## src/hdl/dcm_pkg.sv

```systemverilog
// Shared constants, payload types and divider control types for the driving cost network.
package dcm_pkg;

  localparam int HIDDEN_UNITS  = 8;
  localparam int FEATURE_COUNT = 10;
  localparam int WEIGHT_COUNT  = FEATURE_COUNT * HIDDEN_UNITS + HIDDEN_UNITS;
  localparam int ADDR_W        = $clog2(WEIGHT_COUNT);
  localparam int FI_W          = $clog2(FEATURE_COUNT + 1);
  localparam int XI_W          = $clog2(FEATURE_COUNT);
  localparam int HU_W          = (HIDDEN_UNITS > 1) ? $clog2(HIDDEN_UNITS) : 1;

  // Datapath widths
  localparam int X_W   = 18;
  localparam int P_W   = X_W + 16;
  localparam int S_W   = P_W + $clog2(FEATURE_COUNT);
  localparam int O_W   = S_W + 16;
  localparam int ACC_W = 64;

  // Divider widths
  localparam int DIV_R_W = 26;
  localparam int DIV_D_W = 25;
  localparam int DIV_L_W = 16;
  localparam int DIV_Q_W = 17;

  localparam logic [DIV_D_W-1:0] GSQ_DEN     = 25'd30795552;
  localparam logic [13:0]        ACCEL_SCALE = 14'd10000;

  localparam logic OP_EVAL = 1'b0;
  localparam logic OP_LOAD = 1'b1;

  localparam logic [1:0] CFG_DESIRED_VELOCITY = 2'd0;
  localparam logic [1:0] CFG_DESIRED_LANE     = 2'd1;
  localparam logic [1:0] CFG_LANE_SPAN        = 2'd2;
  localparam logic [1:0] CFG_EPISODE_LENGTH   = 2'd3;

  typedef struct packed {
    logic               opcode;
    logic signed [15:0] speed_now;
    logic signed [15:0] speed_before;
    logic [3:0]         lane_now;
    logic [3:0]         lane_before;
    logic signed [11:0] centre_offset_now;
    logic signed [11:0] centre_offset_before;
    logic [2:0]         event_flags;
    logic [23:0]        lateral_accel_sum;
    logic [6:0]         weight_slot;
    logic signed [15:0] weight_word;
  } dcm_item_t;

  typedef struct packed {
    logic signed [31:0] cost;
  } dcm_result_t;

  typedef struct packed {
    logic               start;
    logic [DIV_R_W-1:0] top;
    logic [DIV_L_W-1:0] low;
    logic [DIV_D_W-1:0] den;
  } dcm_div_req_t;

  typedef struct packed {
    logic               busy;
    logic               done;
    logic [DIV_Q_W-1:0] quot;
  } dcm_div_rsp_t;

endpackage

```

## src/hdl/dcm_div.sv

```systemverilog
// Restoring divider, one quotient bit per cycle, for quotients below 2^17.
module dcm_div (
  input  logic                  clk,
  input  logic                  rst,
  input  dcm_pkg::dcm_div_req_t req,
  output dcm_pkg::dcm_div_rsp_t rsp
);
  import dcm_pkg::*;

  localparam int STEP_W = $clog2(DIV_Q_W);

  logic               busy;
  logic               done;
  logic [STEP_W-1:0]  step;
  logic [DIV_R_W-1:0] rem;
  logic [DIV_L_W-1:0] low;
  logic [DIV_D_W-1:0] den;
  logic [DIV_Q_W-1:0] quot;
  logic [DIV_R_W-1:0] trial;
  logic               ge;

  // First step tests the top part directly, later steps shift in the low bits
  always_comb begin
    trial = (step == '0) ? rem : {rem[DIV_R_W-2:0], low[DIV_L_W-1]};
    ge    = trial >= {1'b0, den};
  end

  always_ff @(posedge clk) begin
    if (rst) begin
      busy <= 1'b0;
      done <= 1'b0;
      step <= '0;
    end else begin
      done <= 1'b0;
      if (req.start && !busy) begin
        busy <= 1'b1;
        step <= '0;
      end else if (busy) begin
        step <= step + 1'b1;
        if (step == STEP_W'(DIV_Q_W - 1)) begin
          busy <= 1'b0;
          done <= 1'b1;
        end
      end
    end
  end

  always_ff @(posedge clk) begin
    if (req.start && !busy) begin
      rem  <= req.top;
      low  <= req.low;
      den  <= req.den;
      quot <= '0;
    end else if (busy) begin
      rem  <= ge ? trial - {1'b0, den} : trial;
      if (step != '0) begin
        low <= {low[DIV_L_W-2:0], 1'b0};
      end
      quot <= {quot[DIV_Q_W-2:0], ge};
    end
  end

  assign rsp = '{busy: busy, done: done, quot: quot};

endmodule

```

## config.mk

```make
export PLATFORM = sky130hd
export DESIGN_NAME = dcm_div
export DESIGN_NICKNAME = d
export VERILOG_FILES = /design/src/hdl/dcm_pkg.sv /design/src/hdl/dcm_div.sv
export SDC_FILE = /design/constraint.sdc
export NUM_CORES = 1
export LEC_CHECK = 0
export ABC_AREA = 0
export ABC_CLOCK_PERIOD_IN_PS = 4500
export BUFFER_PORTS_ARGS = -buffer_cell sky130_fd_sc_hd__buf_4
export CAP_MARGIN = 0
export CORE_MARGIN = 8
export CORE_UTILIZATION = 25
export CTS_CLUSTER_SIZE = 8
export DETAILED_ROUTE_END_ITERATION = 12
export SLEW_MARGIN = 20
export SYNTH_ARGS = -nofsm -noshare
export SYNTH_HDL_FRONTEND = slang
export SYNTH_SLANG_ARGS = --single-unit
export TNS_END_PERCENT = 5
```

## constraint.sdc

```tcl
create_clock -name clk -period 4.5 [get_ports clk]
set_clock_uncertainty 0.05 [all_clocks]
set_input_delay 0.45 -clock clk [delete_from_list [all_inputs] [get_ports clk]]
set_output_delay 0.45 -clock clk [all_outputs]
set_load 0.005 [all_outputs]
```

==> metrics.txt, run 1 <==
status finished, final reports clean; core area 0.0209 mm^2; Synth area leaders edfxtp_1 (38%), dfxtp_1 (9.1%), nand2_1 (7.3%), ha_1 (6.4%), mux2_2 (5.3%); worst flop-to-flop path endpoint rem[0]; # Max-Cap Violations 0; pwr dens 608 mW/mm^2; IO Port Bufs 88; CP endpoint kind flip-flop; Reg clk slew, reported paths 0.07 ns; Yosys warning count 0; CP arrival 4.33 ns; largest family of logic cells by synthesized area compound AO/OA/AOI/OAI gates; DRC violations left 0; post-route ant nets 0; Tmin final 4.17 ns; Synth top cells by count nand2_1 (103), edfxtp_1 (67), a21oi_1 (51); hold_sp req[23]; Final Hold Viols 0; post-synth net total 646; Reg2Reg Setup Slack 0.33 ns; placed insts 894; Die ar. 0.0261 mm^2; first-pass GRT wire length 20600 um; register bit count reported by yosys 91; WP data required 4.66 ns; WL final 12700 um; grt total ovfl 0; detailed placement HPWL 9400 um; # rows 53; fin cells 910; Crit Path Max Fanout 45; simple-gate area share of the yosys netlist 15.0%; slew at the pin with the worst max-slew slack 0.949 ns; clk sinks 91; vias post-DR 4086; Avg WL per Cell 14.0 um; relative slew slack 36.7%; Num CTS Buffers 9; RR Startpoint step[0]; worst min path class primary input to flip-flop; # setup viols final 0; Synth Area in Adders 6.76%; initial antenna violation count 0; crit path kind flip-flop to flip-flop; CTS H-tree depth 3; Mapped Area 0.00529 mm^2; die height 161 um; compound-cell area share of the yosys netlist 15.0%; Final nets 728; Die Wd 161 um; Worst-Skew Late Latency 0.35 ns; Synth Area in XOR/XNOR 4.30%; Distinct cells, synth 48; leading area contributor after synthesis edfxtp_1; startpoint types flip-flop; end of the worst hold path den[23]; Initial Util 25.3%; share of layout cells above drive strength 1 23.9%; Yosys top cell area share 38.0%; Tcrit/Tclk final 92.8%; Leak 2.75 nW; Pins Over Slew Limit 0; Initial DRT Pass Iterations 4; VDD IR-drop max 0.231 mV; initial drt markers 263; CTS tree built; io pins 89; Post-DP Area 0.00626 mm^2; Mapped Avg Cell Area 9.65 um^2; gpl congestion 0.813; Async SR Flop Fraction 0%; synth-to-layout area growth 24.8%; FMAX 240 MHz; most common cell in the netlist nand2_1; dominant synthesized flop cell edfxtp_1; mux cell area share after synthesis 7.02%; post-route cell area 0.00660 mm^2; Post-synth EDFFs 67; number of antenna diodes 0; Reg2Reg Depth 16; sequential share of the synthesized area 47.1%; pin count of the biggest net entering global routing 55; root buf cell clkbuf_16; via density per instance 4.49; Syn Inst Count 548; Hold Path Stages 1; number of global-route vias before repair 4083; GRT Total Usage 9.85%; maximum clock insertion buffer count 2
==> metrics by stage <==
stage	utilization, %	TNS, ns	power (mW)	hold WS [ns]	setup WS, ns
floorplan	-	0	2.83	0.411	0.0730
global placement	30.0	0	3.19	0.409	0.286
detailed placement	30.0	0	3.21	0.423	0.174
CTS	31.5	0	4.02	0.207	0.150
global route	31.6	-0.00179	4.34	0.207	-0.00179
finish	31.6	0	4.01	0.225	0.326
==> layer usage <==
metal | routed length (um) | track usage (%)
met1 | 6000 | 12.3
met2 | 6130 | 16.3
met3 | 423 | 2.19
met4 | 158 | 3.66
met5 | 0 | 0
==> power by group <==
part | switching [mW] | total [mW] | internal, mW
Combinational | 1.10 | 2.01 | 0.915
Clock | 0.348 | 0.785 | 0.436
Sequential | 0.0760 | 1.21 | 1.14
Total | 1.52 | 4.01 | 2.49
==> repair_timing <==
action | in CTS | in global routing
buffers inserted | 0 | 0
setup endpoints to repair | 0 | 25
hold buffers | 0 | 0
resized for setup | 0 | 4
==> registers in the layout, summed over array words and instances (netlist names) <==
| register | flops |
|---|---|
| rem | 26 |
| busy | 1 |
| quot | 17 |
| low | 16 |
| done | 1 |
| den | 25 |
| step | 5 |
==> layout by cell type (no fill, tap or decap), drive strengths merged, types with 3 or more instances in the layout <==
cell and count:
a21o 12, nand3 7, edfxtp 67, buf 96
nor2 46, a211o 3, xor2 11, nand2b 4
ha 27, nor3 7, nand2 103, xnor2 15
dfxtp 24, a31oi 6, o21a 3, nand4 7
a21oi 52, o21ai 33, o31ai 4, mux2 25
clkbuf 11, a211oi 3, and3 3, inv 36
mux2i 9
==> final cells by class <==
class	instances	area, um^2
Tap cell	275	344
Multi-Input combinational cell	399	2580
Inverter	33	124
Timing Repair Buffer	96	746
Clock inverter	5	48.8
Fill cell	2192	14300
Clock buffer	11	264
Sequential cell	91	2490
==> kinds of logic after synthesis <==
kind of cell / after synthesis
and+or+nand+nor: 187
AOI/OAI and AO/OA: 124
DFF: 91
buffers and inverters: 58
muxes: 34
adders and majority gates: 28
xor gates and xnor gates: 26
==> critical path: stages, from the launching register on <==
cell and delay [ns]:
dfxtp_1 0.35, inv_1 0.07, ha_1 0.15, nand2_1 0.09
nor2_4 0.19, buf_4 0.24, mux2_2 0.36, ha_1 0.36
and3_1 0.25, a221oi_4 0.35, o221ai_4 0.17, a31oi_4 0.29
o41ai_4 0.11, a41oi_4 0.25, buf_12 0.26, mux2_2 0.36
a21oi_1 0.13
==> worst max path at each step <==
stage	start	endpoint	slack, ns	depth (start not counted)
6_report	step[0]	rem[0]	0.33	16
5_1_grt	step[0]	rem[25]	-0.002	17
4_1_cts	step[0]	rem[0]	0.15	16
3_5_place_dp	step[0]	rem[0]	0.17	16
3_3_place_gp	step[0]	rem[0]	0.29	16
2_1_floorplan	step[0]	rem[1]	0.07	18
(Power assumes the default switching activity.)
==> run 2: changes to the inputs <==
--- a/config.mk
+++ b/config.mk
@@ -5,14 +5,15 @@
 export SDC_FILE = /design/constraint.sdc
 export NUM_CORES = 1
 export LEC_CHECK = 0
-export ABC_AREA = 0
+export ABC_AREA = 1
 export ABC_CLOCK_PERIOD_IN_PS = 4500
 export BUFFER_PORTS_ARGS = -buffer_cell sky130_fd_sc_hd__buf_4
 export CAP_MARGIN = 0
 export CORE_MARGIN = 8
-export CORE_UTILIZATION = 25
+export CORE_UTILIZATION = 45
 export CTS_CLUSTER_SIZE = 8
 export DETAILED_ROUTE_END_ITERATION = 12
+export PLACE_DENSITY = 0.68
 export SLEW_MARGIN = 20
 export SYNTH_ARGS = -nofsm -noshare
 export SYNTH_HDL_FRONTEND = slang
==> metrics.txt, run 2 <==
status finished, final reports clean; CP Buf/Inv Count 4 (+1); Reg2Reg Depth 19 (+3); commonest non-fill, non-tap cell in the layout nand2_1; gpl congestion 0.881 (+8.4%); Final WS setup 0.914 ns (+0.588 ns); CP endpoint kind flip-flop; # rows 42 (-21%); register bit count reported by yosys 91 (unchanged); crit-path most repeated cell nand2_1; Setup TNS 0 ns (unchanged); FMAX 279 MHz (+16%); Initial Util 46.0% (+21 points); clock share of power 18.8% (-0.8 points); fin util 54.4% (+23 points); detailed placement HPWL 12300 um (+31%); top flop regs rem: 26 flops, den: 25 flops, quot: 17 flops; GRT Total Usage 18.2% (+8.4 points); relative slew slack 35.3% (-1.4 points); grt total ovfl 0 (unchanged); unrepaired setup endpoints after global routing no; Die Wd 132 um (-18%); CP arrival 3.65 ns (-0.68 ns); post-synth net total 950 (+47%); Async SR Flop Fraction 0% (unchanged); placed insts 1099 (+23%); hold buffer count at CTS 0 (unchanged); dominant synthesized flop cell edfxtp_1; Top reg by flops rem; root buf cell clkbuf_16; IO Port Bufs 88 (unchanged); initial antenna violation count 0 (unchanged); CTS H-tree depth 3 (unchanged); Reg2Reg Setup Slack 0.91 ns (+0.59 ns); Int Power 2.20 mW (-12%); pin count of the biggest net entering global routing 67 (+22%); Initial DRT Pass Iterations 5 (+1); slew at the pin with the worst max-slew slack 0.968 ns (+0.0186 ns); clk sinks 91 (unchanged); Distinct cells, synth 38 (-21%); vias post-DR 5518 (+35%); DRC violations left 0 (unchanged); Crit path max-delay family simple AND/OR/NAND/NOR gates; io pins 89 (unchanged); Reg clk slew, reported paths 0.07 ns (about the same); most common cell in the netlist nand2_1; Mapped Area 0.00610 mm^2 (+15%); startpoint types flip-flop; maximum clock insertion buffer count 2 (unchanged); RR Startpoint step[0]; VDD IR-drop max 0.297 mV (+29%); end of the worst hold path done; first-pass GRT wire length 26200 um (+27%); WP data required 4.56 ns (-0.10 ns); share of layout cells above drive strength 1 13.3% (-11 points); Num CTS Buffers 9 (unchanged); Logic pwr share 51.6% (+1.4 points); Pins Over Slew Limit 0 (unchanged); Avg WL per Cell 14.2 um (+1.6%); slowest CP cell dfxtp_1; Die ar. 0.0175 mm^2 (-33%); Tcrit/Tclk final 79.7% (-13 points); CTS tree built; max reg flops 26 (unchanged); Post-synth EDFFs 67 (unchanged); core area 0.0132 mm^2 (-37%); fill cell total of the finished layout 1311 (-40%); via density per instance 4.95 (+10%); Worst-Skew Late Latency 0.35 ns (about the same); Switch Pwr 1.72 mW (+13%); CTS resizes 0 (unchanged); pwr dens 544 mW/mm^2 (-10%); # setup viols final 0 (unchanged); worst flop-to-flop path endpoint rem[17]; Tmin final 3.59 ns (-0.588 ns); leading area contributor after synthesis edfxtp_1; post-CTS setup buffers 0 (unchanged); sequential group share of total power 29.6% (-0.6 points); dpl ws 0.940 ns (+0.767 ns); synth-to-layout area growth 18.1%; fin cells 1115 (+23%); most frequent cells in the layout nand2_1 (347), inv_1 (146), buf_4 (95); Syn Inst Count 852 (+55%); initial drt markers 384 (+46%); Synth top cells by count nand2_1 (347), inv_1 (146), edfxtp_1 (67); worst min path class primary input to flip-flop; Hold Path Stages 2 (+1); WL final 15800 um (+24%); number of antenna diodes 0 (unchanged); # Max-Cap Violations 0 (unchanged); Leak 3.68 nW (+34%); sequential share of the synthesized area 40.9% (-6.2 points); Yosys top cell area share 33.0% (-5.0 points); Mapped Avg Cell Area 7.16 um^2 (-26%); Max stage delay on crit path 0.38 ns (+0.02 ns); Final nets 1032 (+42%); Yosys warning count 0 (unchanged); Sw Ratio 43.8% (+5.9 points); number of global-route vias before repair 5344 (+31%); Final Hold Viols 0 (unchanged); crit-path cells inv_1 > ha_1 > nand3_4 > inv_1 > buf_4 > o21ai_0 > ha_1 > nand2_1 > nor2_1 > nand2_1 > clkinv_1 > nand3_1 > nand2_2 > nor2_8 > nand2_4 > nand2_1 > nand2_1 > nand2_1 > nand2_1; Synth area leaders edfxtp_1 (33%), nand2_1 (21%), inv_1 (9.0%), dfxtp_1 (7.9%), ha_1 (5.5%); crit path kind flip-flop to flip-flop; Crit Path Max Fanout 27 (-40%); post-route ant nets 0 (unchanged); hold_sp rst; die height 132 um (-18%)
==> run 2: power groups by stage <==
stage	clock network [mW]	logic, mW	registers [mW]
floorplan	0	1.51	1.16
global placement	0	1.99	1.17
detailed placement	0	1.99	1.17
CTS	0.760	2.00	1.16
global route	0.785	2.30	1.17
finish	0.737	2.02	1.16
==> run 2: cells by family after synthesis <==
kind of cell,share of synthesized area [%]
AO/OA/AOI/OAI,4.88
XOR/XNOR,2.01
adder cells (fa/ha/maj),5.87
buffers and inverters,11.2
flip-flops,40.9
multiplexers,0.164
AND/OR/NAND/NOR,35.0
==> run 2: cell type report <==
class	instances	area (um^2)	area share, %
clock buffers	9	225	3.13
clock inverters	7	58.8	0.817
inverters	150	563	7.82
multi-input cells	587	2930	40.7
flip-flops and latches	91	2490	34.6
well taps	176	220	3.06
repair buffers	95	713	9.90
==> run 2: routing by layer <==
layer	vias up	track usage, %	routed length [um]	part of all wire, %
met1	2492	24.2	7500	47
met5	-	0	0	0
li1	2851	-	-	-
met2	161	28.4	6960	44
met4	0	3.53	149	0.94
met3	14	5.95	1210	7.7
==> run 2: how the worst max path moves through the flow <==
stage,startpoint,endpoint,slack (ns),cells after the start
after floorplan,step[0],rem[0],1.42,17
after global placement,step[0],rem[17],1.03,19
after detailed placement,step[0],rem[17],0.94,19
after CTS,step[0],rem[17],0.93,19
after global routing,step[0],rem[17],0.59,19
final,step[0],rem[17],0.91,19
==> run 2: metrics by stage <==
| step | cell area [um^2] | hold slack [ns] | power [mW] |
|---|---|---|---|
| 2_1_floorplan | 6100 | 0.415 | 2.66 |
| 4_1_cts | 7200 | 0.200 | 3.92 |
| 3_5_place_dp | 6920 | 0.422 | 3.17 |
| 5_1_grt | 7200 | 0.205 | 4.25 |
| 3_3_place_gp | 6920 | 0.422 | 3.16 |
| 6_report | 7200 | 0.213 | 3.92 |
==> run 3: changes to the inputs <==
--- a/config.mk
+++ b/config.mk
@@ -6,14 +6,14 @@
 export NUM_CORES = 1
 export LEC_CHECK = 0
 export ABC_AREA = 1
-export ABC_CLOCK_PERIOD_IN_PS = 4500
+export ABC_CLOCK_PERIOD_IN_PS = 3500
 export BUFFER_PORTS_ARGS = -buffer_cell sky130_fd_sc_hd__buf_4
 export CAP_MARGIN = 0
 export CORE_MARGIN = 8
 export CORE_UTILIZATION = 45
 export CTS_CLUSTER_SIZE = 8
 export DETAILED_ROUTE_END_ITERATION = 12
-export PLACE_DENSITY = 0.68
+export PLACE_DENSITY = 0.65
 export SLEW_MARGIN = 20
 export SYNTH_ARGS = -nofsm -noshare
 export SYNTH_HDL_FRONTEND = slang
==> constraint.sdc (replaced) <==
create_clock -name clk -period 3.5 [get_ports clk]
set_clock_uncertainty 0.05 [all_clocks]
set_input_delay 0.35 -clock clk [delete_from_list [all_inputs] [get_ports clk]]
set_output_delay 0.35 -clock clk [all_outputs]
set_load 0.005 [all_outputs]
==> metrics.txt, run 3 (synthesis gave the netlist of run 2 again) <==
status finished, final reports clean; via density per instance 4.94 (-0.19%); fin util 55.1% (+0.73 points); top flop regs rem: 26 flops, den: 25 flops, quot: 17 flops; share of layout cells above drive strength 1 14.6% (+1.2 points); CTS H-tree depth 3 (unchanged); # setup viols final 0 (unchanged); met1 usage 24.4% (+0.22 points); # Max-Cap Violations 0 (unchanged); die height 132 um (unchanged); slowest CP cell dfxtp_1; FMAX 307 MHz (+9.9%); post-route cell area 0.00730 mm^2 (+1.3%); # rows 42 (unchanged); worst min path class primary input to flip-flop; Final Hold Viols 0 (unchanged); root buf cell clkbuf_16; Die ar. 0.0175 mm^2 (unchanged); slew at the pin with the worst max-slew slack 0.716 ns (-0.252 ns); Setup TNS 0 ns (unchanged); IO Port Bufs 88 (unchanged); Avg WL per Cell 14.3 um (+0.55%); commonest non-fill, non-tap cell in the layout nand2_1; Pins Over Slew Limit 0 (unchanged); hold buffer count at CTS 0 (unchanged); gpl congestion 0.945 (+7.3%); RR Startpoint step[1]; WP data required 3.55 ns (-1.01 ns); GRT Total Usage 18.6% (+0.33 points); crit-path cells inv_1 > ha_2 > nand3_4 > inv_1 > buf_4 > o21ai_1 > ha_1 > nand2_1 > nor2_1 > nand2_1 > clkinv_1 > nand3_1 > nand2_2 > nor2_8 > buf_6 > nand3b_1 > nand3_1 > nand2_1; critical path startpoint step[1]; initial antenna violation count 0 (unchanged); most frequent cells in the layout nand2_1 (347), inv_1 (146), buf_4 (102); Final WS setup 0.238 ns (-0.676 ns); routing usage on met2 29.2% (+0.79 points); Tcrit/Tclk final 93.2% (+14 points); CP endpoint kind flip-flop; pin count of the biggest net entering global routing 67 (unchanged); number of global-route vias before repair 5492 (+2.8%); DRC violations left 0 (unchanged); initial drt markers 392 (+2.1%); grt met3 use 5.18% (-0.76 points); grt total ovfl 0 (unchanged); Initial Util 46.0% (unchanged); core area 0.0132 mm^2 (unchanged); Crit path max-delay family simple AND/OR/NAND/NOR gates; first-pass GRT wire length 26600 um (+1.6%); maximum clock insertion buffer count 2 (unchanged); synth-to-layout area growth 19.7%; Final nets 1041 (+0.87%); Post-DP Area 0.00698 mm^2 (+0.87%); clk sinks 91 (unchanged); Top reg by flops rem; post-route ant nets 0 (unchanged); vias post-DR 5552 (+0.62%); CTS tree built; Die Wd 132 um (unchanged); CP Buf/Inv Count 5 (+1); global routing's busiest layer met2; Crit Path Max Fanout 17 (-37%); VDD IR-drop max 0.316 mV (+6.4%); hold_sp rst; CP arrival 3.31 ns (-0.34 ns); max reg flops 26 (unchanged); WL final 16000 um (+1.4%); io pins 89 (unchanged); startpoint types flip-flop; Reg clk slew, reported paths 0.07 ns (about the same); Worst-Skew Late Latency 0.35 ns (about the same); crit path kind flip-flop to flip-flop; crit-path most repeated cell nand2_1; Initial DRT Pass Iterations 5 (unchanged); detailed placement HPWL 12400 um (+0.79%); unrepaired setup endpoints after global routing no; pwr dens 703 mW/mm^2 (+29%); Pwr Total 5.13 mW (+31%); number of antenna diodes 0 (unchanged); Num CTS Buffers 9 (unchanged); dpl ws 0.0604 ns (-0.880 ns); Leak 3.73 nW (+1.2%); relative slew slack 52.3% (+17 points); Max stage delay on crit path 0.38 ns (about the same); Tmin final 3.26 ns (-0.324 ns)
## run 3: cell count changes in the layout (fill, tap and decap cells not counted), sizes merged
cell    delta
inv        -1
buf        +9
clkbuf     +1
## run 3: worst paths after layout
path / end / slack [ns] / depth (start not counted)
setup reg to reg: rem[12] / 0.24 / 18
hold / removal: done / 0.12 / 2
setup / recovery: rem[12] / 0.24 / 18
hold reg to reg: quot[4] / 0.44 / 2
## run 3: metrics by stage
stage	hold slack, ns	instances
final	0.117	1124
after global routing	0.108	1124
after CTS	0.103	1123
after detailed placement	0.426	1107
after global placement	0.423	1107
after floorplan	0.377	852
## run 3: area by class of cell
type / count / area [um^2]
fill: 1318 / 5940
multi-input combinational: 587 / 2960
sequential: 91 / 2490
timing repair buffer: 104 / 788
inverter: 150 / 563
clock buffer: 10 / 229
tap: 176 / 220
clock inverter: 6 / 46.3
## run 3: routing by layer
| metal | routed length [um] | share of wire, % |
|---|---|---|
| met1 | 7580 | 47 |
| met5 | 0 | 0 |
| met2 | 7060 | 44 |
| met3 | 1180 | 7.4 |
| met4 | 211 | 1.3 |
## run 3: power by group
| part | switching, mW | internal, mW | total, mW |
|---|---|---|---|
| clock | 0.449 | 0.490 | 0.940 |
| combinational | 1.72 | 0.983 | 2.70 |
| sequential | 0.0798 | 1.41 | 1.49 |
## run 3: timing repair
item                       4_1_cts  5_1_grt
gates resized for setup          0       15
setup endpoints to repair        0       27
setup buffers                    0        1
